--- src/design/lpcp_pkg.sv ---
// Shared types, codes and name tables for the length-prefixed command parser.
package lpcp_pkg;

  localparam int NAME_BYTES_DEF = 8;
  localparam int NUM_NAMES      = 6;
  localparam int MAX_NAME_LEN   = 8;

  typedef enum logic [2:0] {
    PH_IDLE,
    PH_NAME_LEN,
    PH_NAME,
    PH_VAL_LEN,
    PH_VALUE
  } phase_t;

  typedef enum logic [1:0] {
    NUM_WS,
    NUM_DIGITS,
    NUM_DONE
  } num_phase_t;

  typedef enum logic [2:0] {
    KIND_PITCH    = 3'd0,
    KIND_ROLL     = 3'd1,
    KIND_THROTTLE = 3'd2,
    KIND_YAW      = 3'd3,
    KIND_POWER    = 3'd4,
    KIND_MOTOR    = 3'd5,
    KIND_UNKNOWN  = 3'd6
  } kind_t;

  localparam logic [7:0] CHAR_MARK  = 8'h21; // '!'
  localparam logic [7:0] CHAR_ZERO  = 8'h30; // '0'
  localparam logic [7:0] CHAR_NINE  = 8'h39; // '9'
  localparam logic [7:0] CHAR_PLUS  = 8'h2b;
  localparam logic [7:0] CHAR_MINUS = 8'h2d;
  localparam logic [7:0] CHAR_SPACE = 8'h20;
  localparam logic [7:0] CHAR_TAB   = 8'h09;
  localparam logic [7:0] CHAR_CR    = 8'h0d;

  localparam logic [15:0] LEN_MAX   = 16'hffff;
  localparam logic [31:0] MAG_LIMIT = 32'h8000_0000;
  localparam logic [31:0] POS_MAX   = 32'h7fff_ffff;

  // Known names, zero padded to the longest one.
  localparam logic [7:0] NAME_CHARS [NUM_NAMES][MAX_NAME_LEN] = '{
    '{8'h70, 8'h69, 8'h74, 8'h63, 8'h68, 8'h00, 8'h00, 8'h00}, // pitch
    '{8'h72, 8'h6f, 8'h6c, 8'h6c, 8'h00, 8'h00, 8'h00, 8'h00}, // roll
    '{8'h74, 8'h68, 8'h72, 8'h6f, 8'h74, 8'h74, 8'h6c, 8'h65}, // throttle
    '{8'h79, 8'h61, 8'h77, 8'h00, 8'h00, 8'h00, 8'h00, 8'h00}, // yaw
    '{8'h70, 8'h6f, 8'h77, 8'h65, 8'h72, 8'h00, 8'h00, 8'h00}, // power
    '{8'h6d, 8'h6f, 8'h74, 8'h6f, 8'h72, 8'h00, 8'h00, 8'h00}  // motor
  };

  localparam logic [3:0] NAME_LENS [NUM_NAMES] = '{
    4'd5, 4'd4, 4'd8, 4'd3, 4'd5, 4'd5
  };

  function automatic logic is_digit(input logic [7:0] b);
    return (b >= CHAR_ZERO) && (b <= CHAR_NINE);
  endfunction

  function automatic logic is_space(input logic [7:0] b);
    return (b == CHAR_SPACE) || ((b >= CHAR_TAB) && (b <= CHAR_CR));
  endfunction

endpackage

--- src/design/length_prefixed_command_parser_core.sv ---
// Byte-serial parser for length-prefixed commands with a registered event output.
//
//   channel | handshake          | payload
//   --------+--------------------+------------------------------------------
//   rx      | rx_valid, rx_stall | rx_byte
//   cmd     | cmd_valid, cmd_stall | command_kind, command_value, updated
//
// One byte a cycle while rx_stall is low: each byte is decoded combinationally
// between the parse state and the event register; the length and value
// multiply-by-ten adders set the path.
// rst (synchronous, high) returns the parser to idle and empties the event
// register. rx_stall rises only while an event waits and cmd_stall is high.
module length_prefixed_command_parser_core
  import lpcp_pkg::*;
#(
  parameter int NAME_BYTES = NAME_BYTES_DEF
) (
  input  logic               clk,
  input  logic               rst,
  input  logic               rx_valid,
  output logic               rx_stall,
  input  logic [7:0]         rx_byte,
  output logic               cmd_valid,
  input  logic               cmd_stall,
  output logic [2:0]         command_kind,
  output logic signed [31:0] command_value,
  output logic               updated
);

  localparam int NLW = $clog2(NAME_BYTES + 1);

  phase_t               phase, phase_next;
  logic [15:0]          length_count, length_count_next;
  logic [NLW-1:0]       name_length, name_length_next;
  logic                 name_overflow, name_overflow_next;
  logic [NUM_NAMES-1:0] match_flags, match_flags_next;
  kind_t                current_kind, current_kind_next;
  num_phase_t           number_phase, number_phase_next;
  logic                 number_negative, number_negative_next;
  logic [31:0]          number_accum, number_accum_next;

  logic        rx_fire;
  logic        emit;
  kind_t       emit_kind;
  logic [31:0] emit_value;
  logic        emit_upd;

  logic [19:0] len_times10;
  logic [15:0] len_digit;
  logic [35:0] acc_times10;
  logic [31:0] acc_digit;
  logic [31:0] value_result;
  logic        name_done;
  logic        value_done;
  kind_t       name_kind;

  assign rx_stall = cmd_valid && cmd_stall;
  assign rx_fire  = rx_valid && !rx_stall;

  // Saturating decimal accumulators.
  always_comb begin
    len_times10 = {1'b0, length_count, 3'b000} + {3'b000, length_count, 1'b0}
                + {12'd0, rx_byte - CHAR_ZERO};
    len_digit   = (len_times10 > {4'd0, LEN_MAX}) ? LEN_MAX : len_times10[15:0];
    acc_times10 = {1'b0, number_accum, 3'b000} + {3'b000, number_accum, 1'b0}
                + {28'd0, rx_byte - CHAR_ZERO};
    acc_digit   = (acc_times10 > {4'd0, MAG_LIMIT}) ? MAG_LIMIT : acc_times10[31:0];
  end

  // Datapath next values.
  always_comb begin
    length_count_next    = length_count;
    name_length_next     = name_length;
    name_overflow_next   = name_overflow;
    match_flags_next     = match_flags;
    number_phase_next    = number_phase;
    number_negative_next = number_negative;
    number_accum_next    = number_accum;
    name_done            = 1'b0;
    value_done           = 1'b0;
    unique case (phase)
      PH_IDLE: begin
        if (rx_byte == CHAR_MARK) length_count_next = '0;
      end
      PH_NAME_LEN, PH_VAL_LEN: begin
        if (is_digit(rx_byte)) begin
          length_count_next = len_digit;
        end else begin
          name_length_next     = '0;
          name_overflow_next   = 1'b0;
          match_flags_next     = '1;
          number_phase_next    = NUM_WS;
          number_negative_next = 1'b0;
          number_accum_next    = '0;
        end
      end
      PH_NAME: begin
        if (name_length < NLW'(NAME_BYTES)) begin
          for (int k = 0; k < NUM_NAMES; k++) begin
            match_flags_next[k] = match_flags[k]
              && (name_length < NLW'(NAME_LENS[k]))
              && (rx_byte == NAME_CHARS[k][name_length[2:0]]);
          end
          name_length_next = name_length + NLW'(1);
        end else begin
          name_overflow_next = 1'b1;
        end
        length_count_next = length_count - 16'd1;
        name_done         = (length_count_next == '0);
      end
      PH_VALUE: begin
        if (number_phase == NUM_WS) begin
          if (!is_space(rx_byte)) begin
            if (rx_byte == CHAR_MINUS) begin
              number_phase_next    = NUM_DIGITS;
              number_negative_next = 1'b1;
            end else if (rx_byte == CHAR_PLUS) begin
              number_phase_next = NUM_DIGITS;
            end else if (is_digit(rx_byte)) begin
              number_phase_next = NUM_DIGITS;
              number_accum_next = acc_digit;
            end else begin
              number_phase_next = NUM_DONE;
            end
          end
        end else if (number_phase == NUM_DIGITS) begin
          if (is_digit(rx_byte)) number_accum_next = acc_digit;
          else                   number_phase_next = NUM_DONE;
        end
        length_count_next = length_count - 16'd1;
        value_done        = (length_count_next == '0);
      end
      default: length_count_next = '0;
    endcase
  end

  // Name match on the flags including the final byte.
  always_comb begin
    name_kind = KIND_UNKNOWN;
    for (int k = NUM_NAMES - 1; k >= 0; k--) begin
      if (!name_overflow_next && match_flags_next[k]
          && (name_length_next == NLW'(NAME_LENS[k])))
        name_kind = kind_t'(3'(k));
    end
  end

  always_comb begin
    if (number_negative_next)
      value_result = 32'd0 - number_accum_next;
    else if (number_accum_next >= MAG_LIMIT)
      value_result = POS_MAX;
    else
      value_result = number_accum_next;
  end

  // Event decode.
  always_comb begin
    emit              = 1'b0;
    emit_kind         = KIND_UNKNOWN;
    emit_value        = '0;
    emit_upd          = 1'b0;
    current_kind_next = current_kind;
    unique case (phase)
      PH_NAME_LEN: begin
        if (!is_digit(rx_byte) && length_count == '0) emit = 1'b1;
      end
      PH_NAME: begin
        if (name_done) begin
          current_kind_next = name_kind;
          emit              = (name_kind == KIND_UNKNOWN);
        end
      end
      PH_VAL_LEN: begin
        if (!is_digit(rx_byte) && length_count == '0) begin
          emit      = 1'b1;
          emit_kind = current_kind;
          // empty value: throttle and yaw become zero, others report no update
          emit_upd  = (current_kind == KIND_THROTTLE) || (current_kind == KIND_YAW);
        end
      end
      PH_VALUE: begin
        if (value_done) begin
          emit      = 1'b1;
          emit_kind = current_kind;
          if (current_kind == KIND_POWER || current_kind == KIND_MOTOR ||
              current_kind == KIND_UNKNOWN) begin
            emit_upd = 1'b0;
          end else begin
            emit_upd   = 1'b1;
            emit_value = value_result;
          end
        end
      end
      default: emit = 1'b0;
    endcase
  end

  // Phase sequencing.
  always_comb begin
    phase_next = phase;
    unique case (phase)
      PH_IDLE:     if (rx_byte == CHAR_MARK) phase_next = PH_NAME_LEN;
      PH_NAME_LEN: if (!is_digit(rx_byte)) phase_next = PH_NAME;
      PH_NAME:     if (name_done) phase_next = PH_VAL_LEN;
      PH_VAL_LEN:  if (!is_digit(rx_byte)) phase_next = PH_VALUE;
      PH_VALUE:    phase_next = PH_VALUE;
      default:     phase_next = PH_IDLE;
    endcase
    if (emit) phase_next = PH_IDLE;
  end

  always_ff @(posedge clk) begin
    if (rst) begin
      phase           <= PH_IDLE;
      length_count    <= '0;
      name_length     <= '0;
      name_overflow   <= 1'b0;
      match_flags     <= '1;
      current_kind    <= KIND_PITCH;
      number_phase    <= NUM_WS;
      number_negative <= 1'b0;
      number_accum    <= '0;
      cmd_valid       <= 1'b0;
    end else begin
      if (rx_fire) begin
        phase           <= phase_next;
        length_count    <= emit ? 16'd0 : length_count_next;
        name_length     <= name_length_next;
        name_overflow   <= name_overflow_next;
        match_flags     <= match_flags_next;
        current_kind    <= current_kind_next;
        number_phase    <= number_phase_next;
        number_negative <= number_negative_next;
        number_accum    <= number_accum_next;
      end
      if (rx_fire && emit) cmd_valid <= 1'b1;
      else if (!cmd_stall) cmd_valid <= 1'b0;
    end
  end

  // Event word register.
  always_ff @(posedge clk) begin
    if (rx_fire && emit) begin
      command_kind  <= emit_kind;
      command_value <= emit_value;
      updated       <= emit_upd;
    end
  end

endmodule

--- config.mk ---
export PLATFORM = sky130hd
export DESIGN_NAME = length_prefixed_command_parser_core
export DESIGN_NICKNAME = d
export VERILOG_FILES = /design/src/design/lpcp_pkg.sv /design/src/design/length_prefixed_command_parser_core.sv
export SDC_FILE = /design/constraint.sdc
export NUM_CORES = 1
export LEC_CHECK = 0
export BUFFER_PORTS_ARGS = -buffer_cell sky130_fd_sc_hd__buf_2
export CAP_MARGIN = 10
export CORE_ASPECT_RATIO = 1.25
export CORE_UTILIZATION = 35
export DETAILED_ROUTE_END_ITERATION = 8
export GPL_TIMING_DRIVEN = 0
export PLACE_DENSITY = 0.47
export SYNTH_ARGS = -nofsm -noshare
export SYNTH_HDL_FRONTEND = slang
export SYNTH_SLANG_ARGS = --single-unit
--- constraint.sdc ---
create_clock -name clk -period 8.6 [get_ports clk]
set_clock_uncertainty 0.2 [all_clocks]
set_input_delay 0.43 -clock clk [delete_from_list [all_inputs] [get_ports clk]]
set_output_delay 0.43 -clock clk [all_outputs]
set_load 0.01 [all_outputs]
==> flow_results.xml, run 1 <==
<?xml version="1.0" encoding="UTF-8"?>
<metrics>
  <group name="hold_path">
    <metric name="hold_path_class" unit="">primary input to flip-flop</metric>
    <metric name="hold-path-cell-count" unit="">4</metric>
    <metric name="min_from" unit="">cmd_stall</metric>
  </group>
  <group name="finish">
    <metric name="final.fill_count" unit="">3360</metric>
    <metric name="antenna_diode_instance_count" unit="">0</metric>
    <metric name="mostFrequentLayoutCell" unit="">nor2_1</metric>
    <metric name="multiInputGateArea" unit="µm²">8210</metric>
    <metric name="area_occupied_by_registers" unit="µm²">2460</metric>
    <metric name="postLayoutCoreUtil" unit="">0.393</metric>
    <metric name="mostFrequentLayoutCells" unit="">159 x nor2_1, 152 x nand2_1, 113 x a21oi_1, 108 x o21ai_0, 103 x ha_1</metric>
    <metric name="drive_above_1_share" unit="">0.0738</metric>
    <metric name="layout-area-overhead-vs-synth" unit="%">9.79</metric>
    <metric name="design.final.nets" unit="">1639</metric>
  </group>
  <group name="die">
    <metric name="floorplan.io_pins" unit="">50</metric>
    <metric name="rows" unit="">72</metric>
    <metric name="die_area" unit="µm²">32500</metric>
    <metric name="core-area" unit="µm²">31100</metric>
    <metric name="die_w" unit="µm">161</metric>
    <metric name="initial_utilization" unit="">0.358</metric>
    <metric name="die_h" unit="µm">201</metric>
  </group>
  <group name="pwr">
    <metric name="power_density" unit="nW/µm²">109</metric>
    <metric name="totalPowerFinal" unit="mW">1.33</metric>
    <metric name="leakagePower" unit="nW">5.02</metric>
    <metric name="ir_worst_vdd" unit="mV">0.0844</metric>
  </group>
  <group name="sta">
    <metric name="timing_max_transition_violations_final" unit="">0</metric>
    <metric name="final-setup-viol-count" unit="">0</metric>
    <metric name="worstMarginPinSlew" unit="ns">1.12</metric>
    <metric name="period_needed" unit="ns">8.21</metric>
    <metric name="max_fclk" unit="MHz">122</metric>
    <metric name="worst_hold_slack" unit="ns">0.202</metric>
    <metric name="hold_viol_final" unit="">0</metric>
    <metric name="grt_setup_unrepaired" unit="">false</metric>
    <metric name="share_of_the_cycle_needed_by_the_critical_path_after_routing" unit="">0.955</metric>
    <metric name="postLayoutSetupSlackWorst" unit="ns">0.386</metric>
    <metric name="relSlewSlack" unit="">0.247</metric>
  </group>
  <group name="clock_tree">
    <metric name="library_cell_used_as_clock_root_buffer" unit="">clkbuf_16</metric>
    <metric name="clock_insertion_delay_worst_skew" unit="ns">0.38</metric>
    <metric name="cts-htree-levels" unit="">3</metric>
    <metric name="max-clock-path-buffers" unit="">2</metric>
    <metric name="cts_inserted_buffers" unit="">9</metric>
    <metric name="cts-hold-fix-buffers" unit="">0</metric>
    <metric name="clock_sinks" unit="">105</metric>
    <metric name="tritoncts" unit="">built</metric>
    <metric name="clkTransAtPathRegs" unit="ns">0.08</metric>
  </group>
  <group name="detailed_routing">
    <metric name="drc" unit="">0</metric>
    <metric name="drtIter0Drc" unit="">787</metric>
    <metric name="detail_route.first_pass.iterations" unit="">5</metric>
    <metric name="detailed_route_via_count" unit="">11525</metric>
    <metric name="wl_per_cell" unit="µm">21.9</metric>
    <metric name="detail-route-antenna-nets" unit="">0</metric>
    <metric name="wirelength" unit="µm">42100</metric>
    <metric name="post_drt_via_cell_ratio" unit="">5.99</metric>
  </group>
  <group name="critical_path">
    <metric name="category_of_the_critical_setup_timing_path" unit="">primary input to flip-flop</metric>
    <metric name="timing.critical_path.required" unit="ns">8.54</metric>
    <metric name="worst_endpoint_data_arrival_time" unit="ns">8.15</metric>
    <metric name="critical_path.reg2reg.startpoint" unit="">number_accum[2]</metric>
    <metric name="worst_setup_path_start_kind" unit="">primary input</metric>
    <metric name="setup.worst_path.end_class" unit="">flip-flop</metric>
    <metric name="timing.critical_path.slowest_stage_cell" unit="">ha_1</metric>
    <metric name="r2r_cells" unit="">25</metric>
    <metric name="critical_path.max_fanout" unit="">10</metric>
    <metric name="slowest_delay" unit="ns">0.51</metric>
    <metric name="critical_path.startpoint" unit="">rx_byte[4]</metric>
  </group>
  <group name="placed_design">
    <metric name="dp_hpwl" unit="µm">33500</metric>
    <metric name="pre_cts_slack" unit="ns">-0.362</metric>
    <metric name="gp_routability_congestion" unit="">0.913</metric>
    <metric name="portBuffers" unit="">46</metric>
  </group>
  <group name="synthesis">
    <metric name="seq_area_frac_synth" unit="">0.221</metric>
    <metric name="synth_flop_cell" unit="">dfxtp_1</metric>
    <metric name="post_synth_instance_area" unit="µm²">11100</metric>
    <metric name="synth.avg_cell_area" unit="µm²">7.65</metric>
    <metric name="synth_edf_count" unit="">36</metric>
    <metric name="ys.warnings.count" unit="">0</metric>
    <metric name="postSynthNetCount" unit="">1581</metric>
    <metric name="yosys.cell_types.count" unit="">90</metric>
    <metric name="asyncSetResetFlopFracSynth" unit="">0</metric>
    <metric name="postSynthCellCount" unit="">1454</metric>
    <metric name="yosys_register_bits" unit="">105</metric>
  </group>
  <group name="grt">
    <metric name="first_global_vias" unit="">11085</metric>
    <metric name="grtUsageTotal" unit="">0.257</metric>
    <metric name="grt_max_degree" unit="">37</metric>
    <metric name="grt_antenna_before_repair" unit="">0</metric>
    <metric name="wire_length_of_the_first_global_routing_pass" unit="µm">64200</metric>
    <metric name="globalRouteOverflowTotal" unit="">0</metric>
  </group>
  <group name="run_status">
    <metric name="outcome" unit="">complete, no violations</metric>
  </group>
  <group name="job">
    <metric name="max_cap_viol_count" unit="">0</metric>
  </group>
</metrics>
## cells by family after synthesis
group / after synthesis / share of synthesized area
flops: 105 / 0.221
xor+xnor: 76 / 0.0598
compound gates: 490 / 0.295
buf+inv: 123 / 0.0439
simple gates: 536 / 0.235
fa+ha+maj: 115 / 0.137
mux: 9 / 0.00832
## final cells by class
cell class	count	share of cell area
plain buffers	75	0.0253
clock buffers	10	0.0187
clock inverters	6	0.00512
inverters	48	0.0148
multi-input cells	1226	0.672
flip-flops and latches	105	0.202
well taps	407	0.0417
repair buffers	47	0.0205
## final timing paths
check | endpoint | slack, ns
max reg2reg | command_value[18] | 0.95
max | command_value[18] | 0.39
min | cmd_valid | 0.20
min reg2reg | match_flags[1] | 0.28
## Yosys cell counts, drive strengths merged, types with 9 or more instances
library cell | n | area (µm²)
nor2 | 160 | 601
nand2 | 152 | 571
a21oi | 113 | 566
o21ai | 113 | 569
ha | 103 | 1290
dfxtp | 69 | 1380
clkbuf | 60 | 225
xnor2 | 48 | 420
inv | 47 | 176
nand3 | 45 | 225
nor3 | 45 | 225
a211oi | 39 | 298
edfxtp | 36 | 1080
xor2 | 28 | 245
a21o | 25 | 188
a221oi | 23 | 208
a31oi | 21 | 131
nand4 | 18 | 128
o21a | 18 | 135
and2 | 16 | 100
buf | 15 | 82.6
and3 | 13 | 81.3
fa | 12 | 240
a22oi | 11 | 82.6
a21boi | 10 | 75.1
nand2b | 10 | 62.6
nor2b | 10 | 62.6
o22ai | 10 | 62.6
or3 | 10 | 62.6
a211o | 9 | 78.8
nor4 | 9 | 56.3
o211ai | 9 | 67.6
or2 | 9 | 56.3
or4 | 9 | 71.3
## per-stage QoR
step / TNS (ns) / cell area (µm²) / instances
after CTS: 0 / 12200 / 1924
after floorplan: 0 / 11100 / 1454
after detailed placement: -2.08 / 11900 / 1908
after global routing: 0 / 12200 / 1924
final: 0 / 12200 / 1924
after global placement: -2.53 / 11900 / 1907
## layer usage
metal,global-route usage,part of all wire
met2,0.471,0.52
met3,0.0305,0.042
met5,0,0
met4,0.106,0.038
met1,0.299,0.40
## worst max-delay path, delay by kind of cell
kind                     cells  cell delay [ns]
AND/OR/NAND/NOR              5             1.06
AO/OA/AOI/OAI               14             3.54
XOR/XNOR                     1             0.15
adder cells (fa/ha/maj)      4             1.65
buffers and inverters        5             1.30
## report_power, final
group | internal, mW | leakage (nW) | total, mW | switching (mW)
logic | 0.123 | 3.97 | 0.357 | 0.234
clock network | 0.205 | 0.142 | 0.434 | 0.229
registers | 0.521 | 0.912 | 0.538 | 0.0173
total | 0.848 | 5.02 | 1.33 | 0.481
## what timing repair did
item                                    in CTS  in global routing
setup buffers                                0                  0
endpoints found under the setup margin       1                  8
resized for setup                            1                  6
## registers in the layout, summed over array words and instances, names as in the netlist
| register | flops |
|---|---|
| updated | 1 |
| phase | 3 |
| number_phase | 2 |
| length_count | 16 |
| match_flags | 6 |
| command_value | 32 |
| command_kind | 3 |
| name_overflow | 1 |
| number_negative | 1 |
| name_length | 4 |
| cmd_valid | 1 |
| number_accum | 32 |
| current_kind | 3 |
No activity file was read; power rests on OpenSTA's default activity.
==> run 2: changes to the inputs <==
- CTS_BUF_LIST: unset -> sky130_fd_sc_hd__clkbuf_16
==> run 2 against run 1 <==
Compared with the run above:
- non-clock buffer count stayed put
- maximum frequency stayed put
- sequential share of layout area stayed put
- die area stayed put
- setup slack stayed put
- clock power hardly changed
- global-route usage stayed put
- core utilization stayed put
- combinational power hardly changed
- clock-buffer cell count is 1 lower
- critical path type unchanged
==> flow_results.xml, run 2 (synthesis gave the netlist of run 1 again) <==
<?xml version="1.0" encoding="UTF-8"?>
<metrics>
  <group name="grt">
    <metric name="grtUsageTotal" unit="">0.257</metric>
    <metric name="met3_usage" unit="">0.0305</metric>
    <metric name="first_global_vias" unit="">11085</metric>
    <metric name="grt.met2_usage" unit="">0.471</metric>
    <metric name="met1_demand_to_capacity_share_in_global_routing" unit="">0.299</metric>
    <metric name="globalRouteOverflowTotal" unit="">0</metric>
    <metric name="grt_max_degree" unit="">37</metric>
    <metric name="grt_antenna_before_repair" unit="">0</metric>
    <metric name="top_usage_layer" unit="">met2</metric>
    <metric name="wire_length_of_the_first_global_routing_pass" unit="µm">64200</metric>
  </group>
  <group name="detailed_routing">
    <metric name="detail_route.first_pass.iterations" unit="">5</metric>
    <metric name="detail-route-antenna-nets" unit="">0</metric>
    <metric name="wirelength" unit="µm">42100</metric>
    <metric name="drc" unit="">0</metric>
    <metric name="post_drt_via_cell_ratio" unit="">5.99</metric>
    <metric name="detailed_route_via_count" unit="">11526</metric>
    <metric name="wl_per_cell" unit="µm">21.9</metric>
    <metric name="drtIter0Drc" unit="">787</metric>
  </group>
  <group name="die">
    <metric name="floorplan.io_pins" unit="">50</metric>
    <metric name="core-area" unit="µm²">31100</metric>
    <metric name="die_area" unit="µm²">32500</metric>
    <metric name="die_w" unit="µm">161</metric>
    <metric name="die_h" unit="µm">201</metric>
    <metric name="rows" unit="">72</metric>
    <metric name="initial_utilization" unit="">0.358</metric>
  </group>
  <group name="critical_path">
    <metric name="timing.critical_path.required" unit="ns">8.54</metric>
    <metric name="r2r_end" unit="">command_value[18]</metric>
    <metric name="setup.worst_path.end_class" unit="">flip-flop</metric>
    <metric name="category_of_the_critical_setup_timing_path" unit="">primary input to flip-flop</metric>
    <metric name="timing.critical_path.buf_inv" unit="">5</metric>
    <metric name="worst_setup_path_start_kind" unit="">primary input</metric>
    <metric name="critical_path.top_delay_family" unit="">compound AO/OA/AOI/OAI gates</metric>
    <metric name="r2r_cells" unit="">25</metric>
    <metric name="timing.critical_path.slowest_stage_cell" unit="">ha_1</metric>
    <metric name="critical_path.max_fanout" unit="">10</metric>
    <metric name="worst_endpoint_data_arrival_time" unit="ns">8.15</metric>
    <metric name="slowest_delay" unit="ns">0.51</metric>
    <metric name="critical_path.reg2reg.startpoint" unit="">number_accum[2]</metric>
    <metric name="timing.reg2reg.setup_slack" unit="ns">0.95</metric>
  </group>
  <group name="pwr">
    <metric name="ir_worst_vdd" unit="mV">0.0844</metric>
    <metric name="power_density" unit="nW/µm²">109</metric>
    <metric name="leakagePower" unit="nW">5.03</metric>
    <metric name="totalPowerFinal" unit="mW">1.33</metric>
  </group>
  <group name="clock_tree">
    <metric name="clkTransAtPathRegs" unit="ns">0.08</metric>
    <metric name="postCtsSetupRepairBufs" unit="">0</metric>
    <metric name="clock_insertion_delay_worst_skew" unit="ns">0.38</metric>
    <metric name="tritoncts" unit="">built</metric>
    <metric name="cts-htree-levels" unit="">3</metric>
    <metric name="cts_inserted_buffers" unit="">9</metric>
    <metric name="clock_sinks" unit="">105</metric>
    <metric name="max-clock-path-buffers" unit="">2</metric>
    <metric name="library_cell_used_as_clock_root_buffer" unit="">clkbuf_16</metric>
  </group>
  <group name="finish">
    <metric name="design.final.nets" unit="">1639</metric>
    <metric name="antenna_diode_instance_count" unit="">0</metric>
    <metric name="mostFrequentLayoutCell" unit="">nor2_1</metric>
    <metric name="mostFrequentLayoutCells" unit="">159 x nor2_1, 152 x nand2_1, 113 x a21oi_1, 108 x o21ai_0, 103 x ha_1</metric>
    <metric name="layout-area-overhead-vs-synth" unit="%">9.79</metric>
    <metric name="biggestRegsByFlops" unit="">command_value x32, number_accum x32, length_count x16</metric>
    <metric name="drive_above_1_share" unit="">0.0738</metric>
    <metric name="postLayoutCoreUtil" unit="">0.393</metric>
  </group>
  <group name="hold_path">
    <metric name="hold_path_class" unit="">primary input to flip-flop</metric>
    <metric name="holdPathEnd" unit="">cmd_valid</metric>
    <metric name="hold-path-cell-count" unit="">4</metric>
    <metric name="min_from" unit="">cmd_stall</metric>
  </group>
  <group name="job">
    <metric name="max_cap_viol_count" unit="">0</metric>
  </group>
  <group name="sta">
    <metric name="grt_setup_unrepaired" unit="">false</metric>
    <metric name="worstMarginPinSlew" unit="ns">1.12</metric>
    <metric name="relSlewSlack" unit="">0.247</metric>
    <metric name="final-setup-viol-count" unit="">0</metric>
    <metric name="hold_viol_final" unit="">0</metric>
    <metric name="max_fclk" unit="MHz">122</metric>
    <metric name="period_needed" unit="ns">8.21</metric>
    <metric name="setup_tns" unit="ns">0</metric>
    <metric name="timing_max_transition_violations_final" unit="">0</metric>
    <metric name="share_of_the_cycle_needed_by_the_critical_path_after_routing" unit="">0.955</metric>
  </group>
  <group name="run_status">
    <metric name="outcome" unit="">complete, no violations</metric>
  </group>
  <group name="placed_design">
    <metric name="dp_hpwl" unit="µm">33500</metric>
    <metric name="portBuffers" unit="">46</metric>
    <metric name="gp_routability_congestion" unit="">0.913</metric>
  </group>
</metrics>
run 2: cell count changes in the layout (fill, tap and decap cells not counted):
cell | previous run | this run
clkbuf_1 | 60 | 59
inv_1 | 47 | 48
run 2: what timing repair did:
item	in CTS	in global routing
hold buffers	0	0
gates cloned	0	0
gates resized for setup	1	6
endpoints found under the setup margin	1	8
run 2: routing by layer:
layer / part of all wire / vias to the layer above
met5: 0 / -
met4: 0.038 / 0
met3: 0.042 / 93
met2: 0.52 / 335
met1: 0.40 / 5543
li1: - / 5555
run 2: how the worst max path moves through the flow:
stage	start	end	slack, ns	depth (start not counted)
final	rx_byte[4]	command_value[18]	0.39	29
after global routing	rx_byte[4]	command_value[28]	0.03	29
after CTS	rx_byte[4]	command_value[26]	0.13	29
after detailed placement	rx_byte[4]	command_value[26]	-0.36	28
after global placement	rx_byte[4]	command_value[26]	-0.41	28
after floorplan	rx_byte[4]	command_value[26]	1.88	28
run 2: layout make-up:
class	instances	area, µm²
buffer	75	309
clock buffer	9	225
clock inverter	7	66.3
fill	3360	18900
inverter	48	180
multi-input combinational	1226	8210
sequential	105	2460
tap	407	509
timing repair buffer	47	250
run 2: power breakdown:
group	internal [mW]	total [mW]	switching, mW
clock	0.203	0.433	0.230
combinational	0.123	0.357	0.234
sequential	0.521	0.538	0.0173
run 2: worst reg2reg max path, stage by stage, from the launching register on:
cell and delay (ns):
dfxtp_1 0.52, fa_1 0.50, ha_1 0.34, a211oi_1 0.35, o21ai_1 0.23, a31oi_2 0.37, a21oi_1 0.20, o32ai_1 0.48
xnor2_2 0.21, nand4bb_1 0.19, o21ai_2 0.13, buf_2 0.26, nand2_1 0.20, clkbuf_2 0.31, o21ai_0 0.13, a22oi_1 0.39
ha_1 0.33, o21ai_0 0.24, nand2b_1 0.25, or4_1 0.41, o31a_1 0.13, o31ai_2 0.11, o21a_1 0.27, nand3_1 0.11
xor2_1 0.15, a221oi_1 0.40
run 2: per-stage QoR:
stage | hold WS [ns] | instance area (µm²) | setup slack, ns | cells
2_1_floorplan | 0.241 | 11100 | 1.88 | 1454
3_3_place_gp | 0.255 | 11900 | -0.411 | 1907
3_5_place_dp | 0.265 | 11900 | -0.362 | 1908
4_1_cts | 0.196 | 12200 | 0.127 | 1924
5_1_grt | 0.224 | 12200 | 0.0339 | 1924
6_report | 0.202 | 12200 | 0.386 | 1924
